===== src/hw/rtl/ufbd_pkg.sv =====
package ufbd_pkg;

  // Field widths fixed by the register and the item format.
  localparam int unsigned RefClkW  = 30;
  localparam int unsigned BaudW    = 24;
  localparam int unsigned WordW    = 16;
  localparam int unsigned MsCountW = 24;
  localparam int unsigned ErrW     = 32;
  localparam int unsigned CodeW    = 3;

  // Shared divider: 32-bit divisor, 32- or 48-bit dividend.
  localparam int unsigned DivisorW  = 32;
  localparam int unsigned DividendW = 48;
  localparam int unsigned DivCntW   = 6;

  localparam logic [RefClkW-1:0] RefClkReset = 30'd80000000;
  localparam logic [DivisorW-1:0] PercentDiv = 32'd100;
  localparam logic [DivisorW-1:0] MsPerSec   = 32'd1000;

  localparam logic [CodeW-1:0] CodeDiv1 = 3'h5;
  localparam logic [CodeW-1:0] CodeDiv2 = 3'h4;
  localparam logic [CodeW-1:0] CodeDiv3 = 3'h3;
  localparam logic [CodeW-1:0] CodeDiv4 = 3'h2;
  localparam logic [CodeW-1:0] CodeDiv5 = 3'h1;
  localparam logic [CodeW-1:0] CodeDiv6 = 3'h0;
  localparam logic [CodeW-1:0] CodeDiv7 = 3'h6;

  // Map a pre-divider value to its register code.
  function automatic logic [CodeW-1:0] div_code(input logic [CodeW-1:0] pre);
    logic [CodeW-1:0] code;
    unique case (pre)
      3'd1:    code = CodeDiv1;
      3'd2:    code = CodeDiv2;
      3'd3:    code = CodeDiv3;
      3'd4:    code = CodeDiv4;
      3'd5:    code = CodeDiv5;
      3'd6:    code = CodeDiv6;
      3'd7:    code = CodeDiv7;
      default: code = CodeDiv1;
    endcase
    return code;
  endfunction

endpackage


===== src/hw/rtl/uart_fractional_baud_divisor_core.sv =====
// Fractional baud divisor calculator. Pulse start with baud_rate while busy
// is low; busy stays high until the result appears on the result ports for
// exactly one cycle, marked by done. The receiver cannot stall the block, so
// capture the result in the done cycle. A binary GCD runs first, one shift
// or subtract-and-shift per cycle. Seven to eleven divisions follow on one
// shared restoring divider that retires one quotient bit per cycle; the
// achieved-rate division has a 48-bit dividend. A request that misses
// tolerance skips the last two divisions. A zero rate or clock goes from idle
// straight to the fail state, which raises done. Write ref_clock_hz through
// cfg_we/cfg_wdata only while busy is low. ok low means the achieved rate
// misses the request by 3 percent or more, or the request or clock is zero;
// all other fields are then zero.
module uart_fractional_baud_divisor_core
  import ufbd_pkg::*;
#(
  parameter int unsigned FRACTION_MAX = 65535
) (
  input  logic                clk,
  input  logic                rst,
  input  logic                cfg_we,
  input  logic [RefClkW-1:0]  cfg_wdata,
  input  logic                start,
  input  logic [BaudW-1:0]    baud_rate,
  output logic                busy,
  output logic                done,
  output logic                ok,
  output logic [CodeW-1:0]    ref_div_code,
  output logic [WordW-1:0]    incr_value,
  output logic [WordW-1:0]    mod_value,
  output logic [MsCountW-1:0] one_ms_count,
  output logic [ErrW-1:0]     baud_error
);

  localparam logic [DivisorW-1:0] FracMax  = DivisorW'(FRACTION_MAX);
  localparam logic [DivisorW-1:0] FracMax7 = DivisorW'(7 * FRACTION_MAX);

  // Sequencer codes.
  localparam logic [4:0] S_IDLE = 5'd0;
  localparam logic [4:0] S_GCD  = 5'd1;
  localparam logic [4:0] S_NUM  = 5'd2;   // num = clk / g
  localparam logic [4:0] S_DEN  = 5'd3;   // den = 16*baud / g
  localparam logic [4:0] S_CHK  = 5'd4;   // decide on scaling
  localparam logic [4:0] S_M    = 5'd5;   // ceil(num / 7*fmax)
  localparam logic [4:0] S_N    = 5'd6;   // ceil(den / fmax)
  localparam logic [4:0] S_SNUM = 5'd7;   // num / s
  localparam logic [4:0] S_SDEN = 5'd8;   // den / s
  localparam logic [4:0] S_PRE  = 5'd9;   // ceil(num / fmax)
  localparam logic [4:0] S_ACH  = 5'd10;  // clk*den / (16*num)
  localparam logic [4:0] S_TOL  = 5'd11;  // baud / 100
  localparam logic [4:0] S_EVAL = 5'd12;
  localparam logic [4:0] S_MOD  = 5'd13;  // num / pre
  localparam logic [4:0] S_MS   = 5'd14;  // clk / (1000*pre)
  localparam logic [4:0] S_OUT  = 5'd15;
  localparam logic [4:0] S_FAIL = 5'd16;

  logic [4:0]           state;
  logic [RefClkW-1:0]   ref_clock_hz;
  logic [BaudW-1:0]     baud;

  // GCD working registers.
  logic [RefClkW-1:0]   ga, gb;
  logic [4:0]           gk;
  logic [RefClkW-1:0]   g;

  // Fraction terms and intermediate results.
  logic [DivisorW-1:0]  num, den, scale;
  logic [CodeW-1:0]     pre;
  logic [DividendW-1:0] achieved;
  logic [19:0]          tol;
  logic [ErrW-1:0]      err_sat;

  // Shared bit-serial restoring divider.
  logic                 issued;
  logic                 dbusy;
  logic [DividendW-1:0] dq;
  logic [DivisorW-1:0]  drem;
  logic [DivisorW-1:0]  dd;
  logic [DivCntW-1:0]   dcnt;
  logic [DivisorW:0]    rem_sh;
  logic                 q_bit;

  logic [DivisorW-1:0]  op_dvd;
  logic [DivisorW-1:0]  op_dvs;
  logic                 op_wide;
  logic [DividendW-1:0] prod;
  logic [DividendW-1:0] quot;
  logic [DivisorW-1:0]  q32;
  logic                 div_fin;

  logic [DividendW-1:0] err_full;
  logic [DividendW-1:0] baud_ext;

  assign busy = (state != S_IDLE);

  // Advance one quotient bit: shift the next dividend bit into the remainder
  // and subtract where it fits.
  assign rem_sh = {drem, dq[DividendW-1]};
  assign q_bit  = (rem_sh >= {1'b0, dd});

  assign quot    = dq;
  assign q32     = dq[DivisorW-1:0];
  assign div_fin = issued && !dbusy;

  // Widen the clock and the reduced denominator; den fits 16 bits here.
  assign prod = DividendW'(ref_clock_hz) * DividendW'(den[WordW-1:0]);

  assign baud_ext = DividendW'(baud);
  assign err_full = (achieved >= baud_ext) ? (achieved - baud_ext) : (baud_ext - achieved);

  // Operand selection for the divider, by step.
  always_comb begin
    op_dvd  = '0;
    op_dvs  = 32'd1;
    op_wide = 1'b0;
    unique case (state)
      S_NUM: begin
        op_dvd = DivisorW'(ref_clock_hz);
        op_dvs = DivisorW'(g);
      end
      S_DEN: begin
        op_dvd = DivisorW'({baud, 4'b0000});
        op_dvs = DivisorW'(g);
      end
      S_M: begin
        op_dvd = num - 32'd1;
        op_dvs = FracMax7;
      end
      S_N: begin
        op_dvd = den - 32'd1;
        op_dvs = FracMax;
      end
      S_SNUM: begin
        op_dvd = num;
        op_dvs = scale;
      end
      S_SDEN: begin
        op_dvd = den;
        op_dvs = scale;
      end
      S_PRE: begin
        op_dvd = num - 32'd1;
        op_dvs = FracMax;
      end
      S_ACH: begin
        op_dvs  = {num[DivisorW-5:0], 4'b0000};
        op_wide = 1'b1;
      end
      S_TOL: begin
        op_dvd = DivisorW'(baud);
        op_dvs = PercentDiv;
      end
      S_MOD: begin
        op_dvd = num;
        op_dvs = DivisorW'(pre);
      end
      S_MS: begin
        op_dvd = DivisorW'(ref_clock_hz);
        op_dvs = DivisorW'(pre) * MsPerSec;
      end
      default: begin
        op_dvd = '0;
      end
    endcase
  end

  always_ff @(posedge clk) begin
    if (rst) begin
      state        <= S_IDLE;
      ref_clock_hz <= RefClkReset;
      issued       <= 1'b0;
      dbusy        <= 1'b0;
      done         <= 1'b0;
    end else begin
      done <= 1'b0;

      if (cfg_we) begin
        ref_clock_hz <= cfg_wdata;
      end

      // Divider: load on issue, then one bit per cycle.
      if (dbusy) begin
        dq   <= {dq[DividendW-2:0], q_bit};
        drem <= q_bit ? DivisorW'(rem_sh - {1'b0, dd}) : rem_sh[DivisorW-1:0];
        dcnt <= dcnt - 6'd1;
        if (dcnt == 6'd1) begin
          dbusy <= 1'b0;
        end
      end

      unique case (state)
        S_IDLE: begin
          if (start) begin
            baud <= baud_rate;
            ga   <= ref_clock_hz;
            gb   <= RefClkW'({baud_rate, 4'b0000});
            gk   <= '0;
            if (baud_rate == '0 || ref_clock_hz == '0) begin
              state <= S_FAIL;
            end else begin
              state <= S_GCD;
            end
          end
        end

        // Binary GCD: strip common twos, then subtract odd terms.
        S_GCD: begin
          priority if (ga == gb) begin
            g     <= ga << gk;
            state <= S_NUM;
          end else if (!ga[0] && !gb[0]) begin
            ga <= ga >> 1;
            gb <= gb >> 1;
            gk <= gk + 5'd1;
          end else if (!ga[0]) begin
            ga <= ga >> 1;
          end else if (!gb[0]) begin
            gb <= gb >> 1;
          end else if (ga > gb) begin
            ga <= (ga - gb) >> 1;
          end else begin
            gb <= (gb - ga) >> 1;
          end
        end

        S_CHK: begin
          if (num > FracMax7 || den > FracMax) begin
            state <= S_M;
          end else begin
            state <= S_PRE;
          end
        end

        // Reject when the achieved rate misses by the tolerance or more.
        S_EVAL: begin
          if (err_full >= DividendW'(tol)) begin
            state <= S_FAIL;
          end else begin
            err_sat <= (|err_full[DividendW-1:ErrW]) ? '1 : err_full[ErrW-1:0];
            state   <= S_MOD;
          end
        end

        S_OUT: begin
          done         <= 1'b1;
          ok           <= 1'b1;
          ref_div_code <= div_code(pre);
          incr_value   <= den[WordW-1:0] - 16'd1;
          baud_error   <= err_sat;
          state        <= S_IDLE;
        end

        S_FAIL: begin
          done         <= 1'b1;
          ok           <= 1'b0;
          ref_div_code <= '0;
          incr_value   <= '0;
          mod_value    <= '0;
          one_ms_count <= '0;
          baud_error   <= '0;
          state        <= S_IDLE;
        end

        // All remaining steps are divider steps: issue, wait, capture.
        default: begin
          if (!issued) begin
            issued <= 1'b1;
            dbusy  <= 1'b1;
            dd     <= op_dvs;
            drem   <= '0;
            dq     <= op_wide ? prod : {op_dvd, 16'b0};
            dcnt   <= op_wide ? 6'd48 : 6'd32;
          end else if (div_fin) begin
            issued <= 1'b0;
            unique case (state)
              S_NUM: begin
                num   <= q32;
                state <= S_DEN;
              end
              S_DEN: begin
                den   <= q32;
                state <= S_CHK;
              end
              S_M: begin
                scale <= q32 + 32'd1;
                state <= S_N;
              end
              S_N: begin
                if ((q32 + 32'd1) > scale) begin
                  scale <= q32 + 32'd1;
                end
                state <= S_SNUM;
              end
              S_SNUM: begin
                num   <= (q32 == '0) ? 32'd1 : q32;
                state <= S_SDEN;
              end
              S_SDEN: begin
                den   <= (q32 == '0) ? 32'd1 : q32;
                state <= S_PRE;
              end
              S_PRE: begin
                pre   <= CodeW'(q32 + 32'd1);
                state <= S_ACH;
              end
              S_ACH: begin
                achieved <= quot;
                state    <= S_TOL;
              end
              S_TOL: begin
                tol   <= {q32[18:0], 1'b0} + q32[19:0];
                state <= S_EVAL;
              end
              S_MOD: begin
                mod_value <= q32[WordW-1:0] - 16'd1;
                state     <= S_MS;
              end
              S_MS: begin
                one_ms_count <= q32[MsCountW-1:0];
                state        <= S_OUT;
              end
              default: begin
                state <= S_IDLE;
              end
            endcase
          end
        end
      endcase
    end
  end

endmodule


===== config.mk =====
export PLATFORM = sky130hd
export DESIGN_NAME = uart_fractional_baud_divisor_core
export DESIGN_NICKNAME = d
export VERILOG_FILES = /design/src/hw/rtl/ufbd_pkg.sv /design/src/hw/rtl/uart_fractional_baud_divisor_core.sv
export SDC_FILE = /design/constraint.sdc
export NUM_CORES = 2
export LEC_CHECK = 0
export ABC_CLOCK_PERIOD_IN_PS = 21500
export CORE_UTILIZATION = 63
export DETAILED_ROUTE_END_ITERATION = 6
export DONT_BUFFER_PORTS = 1
export PLACE_DENSITY = 0.82
export SYNTH_ARGS = -nofsm -noshare
export SYNTH_HDL_FRONTEND = slang
export SYNTH_SLANG_ARGS = --single-unit

===== constraint.sdc =====
create_clock -name clk -period 21.5 [get_ports clk]
set_input_delay 4.3 -clock clk [delete_from_list [all_inputs] [get_ports clk]]
set_output_delay 4.3 -clock clk [all_outputs]
set_load 0.01 [all_outputs]

==> run summary <==
The most common cell after layout, fill and taps aside is sky130_fd_sc_hd__inv_1. At the pin with the least slew margin, the transition time is 1145 ps. The leakage power of the design is 23.68 nW. In this run, distinct cell masters in the synthesized netlist total 91. The cell area after synthesis is 53460 um2. The worst-case vdd ir drop is 186.1 uV. The congestion estimate from routability-driven global placement came to 1.013. Cells with a size suffix above 1 make up 5.065% of the layout. The buffer levels on the longest clock path is 3. Setup violations remaining at the end of the flow were counted as 0. The max-capacitance violation count came out at 0. The share of total power in combinational logic came out at 61.9%. The number of antenna violations at the first check in global routing is 8. The multiplexer share of the synthesized area came out at 3.038%. The height of the die came out at 293.3 um. The register share of total power is 23.2%.

The full die area is 86030 um2. The starting DRC count in detailed routing came out at 6031. The number of enable flip-flop cells after synthesis is 527.

The number of remaining DRC errors is 24. The predominant post-synthesis flop cell is sky130_fd_sc_hd__edfxtp_1. Clock-pin slew was measured on the worst setup and hold paths at 60 ps. The register bit total from synthesis is 565. The run finished, with violations left.

Summing the areas of all and, or, nand and nor instances in the mapped netlist gives 16.34% of the synthesized area. The final cycle utilization of the critical path is 36.10%. Overall power consumption after layout is estimated at 7.889 mW. The internal power is 3.997 mW. The final reports fail on DRC. For this run, the post-layout net count is 6419. Of all nets on the critical path, the largest fanout is 20. The initial cell density of the core came out at 63.78%. The power density over cell area came out at 139.8 nW/um2.

The path length in cells of the critical path came out at 21. After synthesis, flip-flops and latches occupy 31.02% of the total area. The number of placement rows is 106.

The final setup TNS came out at 0 ps. The x dimension of the die is 293.3 um. For this run the aggregate overflow at the end of global routing stands at 0. The switching power of the nets is 3.891 mW. The signal on the critical path passes through nand2_1 -> fa_1 -> fa_1 -> fa_1 -> inv_1 -> fa_1 -> fa_1 -> inv_1 -> fa_1 -> inv_1 -> ha_1 -> a21oi_1 -> o211a_1 -> o32ai_1 -> o31ai_1 -> a21oi_1 -> o31a_1 -> a21oi_1 -> o21ai_0 -> a2111o_1 -> a32oi_1. The total nets after synthesis came out at 6643. The number of pins exceeding their max-slew limit in the final report came to 0. The number of iterations in the first detailed-routing pass came out at 7. In the routed layout, each cell is associated on average with a via count of 6.564.

Measured in cells, the most critical reg-to-reg path has a length of 21. The remaining antenna violation count is 0. The hold buffer count at CTS came out at 0. The clock arrives with 30.69 ps of skew. The share of the core filled with cells in the final layout is 67.33%. The quantity of gates resized following cts is 0. The maximum achievable frequency came out at 0.1288 GHz. Dividing the synthesized area by the synthesized cell count gives 9.184 um2. The worst path arrival time is 8220 ps.

The clock insertion delay at the later pin of the skew report came out at 660 ps. Headroom to the max-slew limit came out at 23.69%. STA classifies the critical path startpoint as a flip-flop. The wire length of the first global-routing pass came out at 262000 um.

The detailed-route wire length came out at 172500 um. Compared with the post-synthesis result, the final layout area differs by 5.565%. The number of clock sinks is 565. On the final layout, the worst hold slack is 472.9 ps. The global-route total usage across every layer came out at 40.29%. The total of buffers placed on input and output ports is 0. CTS placed an instance of sky130_fd_sc_hd__clkbuf_16 at the clock tree root. Setup repair after global routing left no endpoint under its margin. The portion of total power attributed to the clock network came out at 14.9%. TritonCTS created 67 clock buffers. The placeable core region is 83820 um2. The H-tree generated during clock tree synthesis spans 3 levels. Of the total synthesized cell area, the portion taken by XOR and XNOR cells is 4.538%. The worst hold path belongs to the class flip-flop to flip-flop. The combinational family with the most area after synthesis is adder cells. The maximum number of pins on one net before global-route repair came out at 79. The fraction of the mapped netlist area in adder cells is 23.50%. The cell with the most instances on the worst path is sky130_fd_sc_hd__fa_1. The post-detailed-placement half-perimeter wirelength came out at 125700 um. Synthesis produced 5821 cells. The count of synthesis-stage warnings from yosys is 0. The required time at the worst-slack endpoint is 21960 ps. The post-CTS setup buffer count is 0.

The number of failing hold endpoints at the final stage came out at 0. The kind of cell with the highest combined delay along the critical path is adder cells. The largest individual stage delay along the critical path comes from the cell sky130_fd_sc_hd__dfxtp_1.

The total via count after detailed routing came out at 44570. The type of the setup path with the least slack is flip-flop to flip-flop. The via count of the first global-routing pass came out at 43640. The highest cell delay on the worst timing path is 1050 ps. The post-synthesis compound-gate area fraction came out at 13.69%. TritonCTS built the clock tree.

The worst setup path is captured at a flip-flop. In the layout the commonest cells are sky130_fd_sc_hd__inv_1, sky130_fd_sc_hd__nand2_1, sky130_fd_sc_hd__edfxtp_1. Of the total power, the share spent switching nets is 49.33%. During I/O placement, the number of pins put on the boundary was 152. The detail-routed net length per standard cell came out at 25.41 um. The critical path buffer and inverter count is 3. The time the worst path needs with I/O delays and setup came out at 7762 ps. The depth of the worst hold-timing path came out at 2.

In the synthesized netlist the async set-or-reset flop fraction comes to 0%.
==> power groups by stage <==
| stage | combinational, mW | sequential [mW] | clock, mW |
|---|---|---|---|
| 2_1_floorplan | 3.41 | 1.68 | 0 |
| 3_5_place_dp | 4.65 | 1.83 | 0 |
| 4_1_cts | 4.71 | 1.81 | 1.18 |
| 3_3_place_gp | 4.57 | 1.82 | 0 |
| 6_report | 4.88 | 1.83 | 1.18 |
| 5_1_grt | 5.25 | 1.83 | 1.22 |
==> layout make-up <==
type                    count  area (um2)
multi-input cells        4148       32800
fillers                  6661       27380
flip-flops and latches    565       16590
inverters                 727        2731
clock buffers              77        1714
well taps                1134        1419
repair buffers             88       660.6
clock inverters            42       498.0
diodes                      8       20.02
==> cell usage after synthesis, types with 37 or more instances <==
cell type	count	share of area, %
sky130_fd_sc_hd__nand4_1	74	0.87
sky130_fd_sc_hd__a21oi_1	378	3.5
sky130_fd_sc_hd__mux2i_1	124	2.3
sky130_fd_sc_hd__ha_1	364	8.5
sky130_fd_sc_hd__dfxtp_1	38	1.4
sky130_fd_sc_hd__nor2b_1	43	0.50
sky130_fd_sc_hd__clkbuf_1	330	2.3
sky130_fd_sc_hd__a31oi_1	43	0.50
sky130_fd_sc_hd__nand2_1	611	4.3
sky130_fd_sc_hd__and2_1	245	2.9
sky130_fd_sc_hd__a211oi_1	46	0.65
sky130_fd_sc_hd__a221oi_1	37	0.61
sky130_fd_sc_hd__o21ai_0	221	2.1
sky130_fd_sc_hd__nor2_1	393	2.8
sky130_fd_sc_hd__inv_1	722	5.1
sky130_fd_sc_hd__nand2b_1	66	0.77
sky130_fd_sc_hd__nor4_1	41	0.48
sky130_fd_sc_hd__edfxtp_1	527	30
sky130_fd_sc_hd__a21o_1	99	1.4
sky130_fd_sc_hd__nand3_1	97	0.91
sky130_fd_sc_hd__fa_1	400	15
sky130_fd_sc_hd__xnor2_1	180	2.9
sky130_fd_sc_hd__xor2_1	97	1.6
sky130_fd_sc_hd__nor3_1	98	0.92
==> kinds of logic after synthesis <==
| group | count (synthesis) |
|---|---|
| XOR/XNOR | 277 |
| multiplexers | 149 |
| buffers and inverters | 1108 |
| AND/OR/NAND/NOR | 1812 |
| flip-flops | 565 |
| adder cells (fa/ha/maj) | 764 |
| AO/OA/AOI/OAI | 1146 |
==> path summary, 6_finish.rpt <==
path / slack (ps) / from / end
setup / recovery: 13740 / ref_clock_hz[12] / dq[45]
setup reg to reg: 13740 / ref_clock_hz[12] / dq[45]
hold / removal: 470 / ref_clock_hz[18] / ref_clock_hz[18]
hold reg to reg: 470 / ref_clock_hz[18] / ref_clock_hz[18]
==> registers in the layout (all words and copies together), names as in the netlist, 6 cells and up <==
signal and flops:
achieved 48, baud 24, baud_error 32, dcnt 6
dd 32, den 32, dq 48, drem 32
err_sat 32, g 30, ga 30, gb 29
incr_value 16, mod_value 16, num 32, one_ms_count 24
ref_clock_hz 30, scale 32, tol 20
==> worst register-to-register path, cell delays in order (launching register included) <==
cell and delay (ps):
sky130_fd_sc_hd__dfxtp_1 1050, sky130_fd_sc_hd__nand2_1 230, sky130_fd_sc_hd__fa_1 600, sky130_fd_sc_hd__fa_1 440, sky130_fd_sc_hd__fa_1 510, sky130_fd_sc_hd__inv_1 60
sky130_fd_sc_hd__fa_1 470, sky130_fd_sc_hd__fa_1 560, sky130_fd_sc_hd__inv_1 60, sky130_fd_sc_hd__fa_1 530, sky130_fd_sc_hd__inv_1 50, sky130_fd_sc_hd__ha_1 340
sky130_fd_sc_hd__a21oi_1 300, sky130_fd_sc_hd__o211a_1 230, sky130_fd_sc_hd__o32ai_1 120, sky130_fd_sc_hd__o31ai_1 400, sky130_fd_sc_hd__a21oi_1 170, sky130_fd_sc_hd__o31a_1 360
sky130_fd_sc_hd__a21oi_1 230, sky130_fd_sc_hd__o21ai_0 210, sky130_fd_sc_hd__a2111o_1 420, sky130_fd_sc_hd__a32oi_1 250
==> stage by stage <==
stage          setup WS, ps  std cells  area (um2)
4_1_cts               13900       6781       56420
3_3_place_gp          14130       6662       54200
5_1_grt               13500       6782       56420
3_5_place_dp          13960       6662       54200
2_1_floorplan         13120       5821       53460
6_report              13740       6789       56440
==> per-layer routing <==
layer | wire [um] | vias up | track usage, %
met5 | 26 | - | 0
met4 | 11990 | 4 | 23.36
met3 | 22980 | 742 | 11.27
met2 | 74840 | 3147 | 61.10
met1 | 62680 | 21300 | 51.83
li1 | - | 19380 | -
No activity file was read; power rests on OpenSTA's default activity.
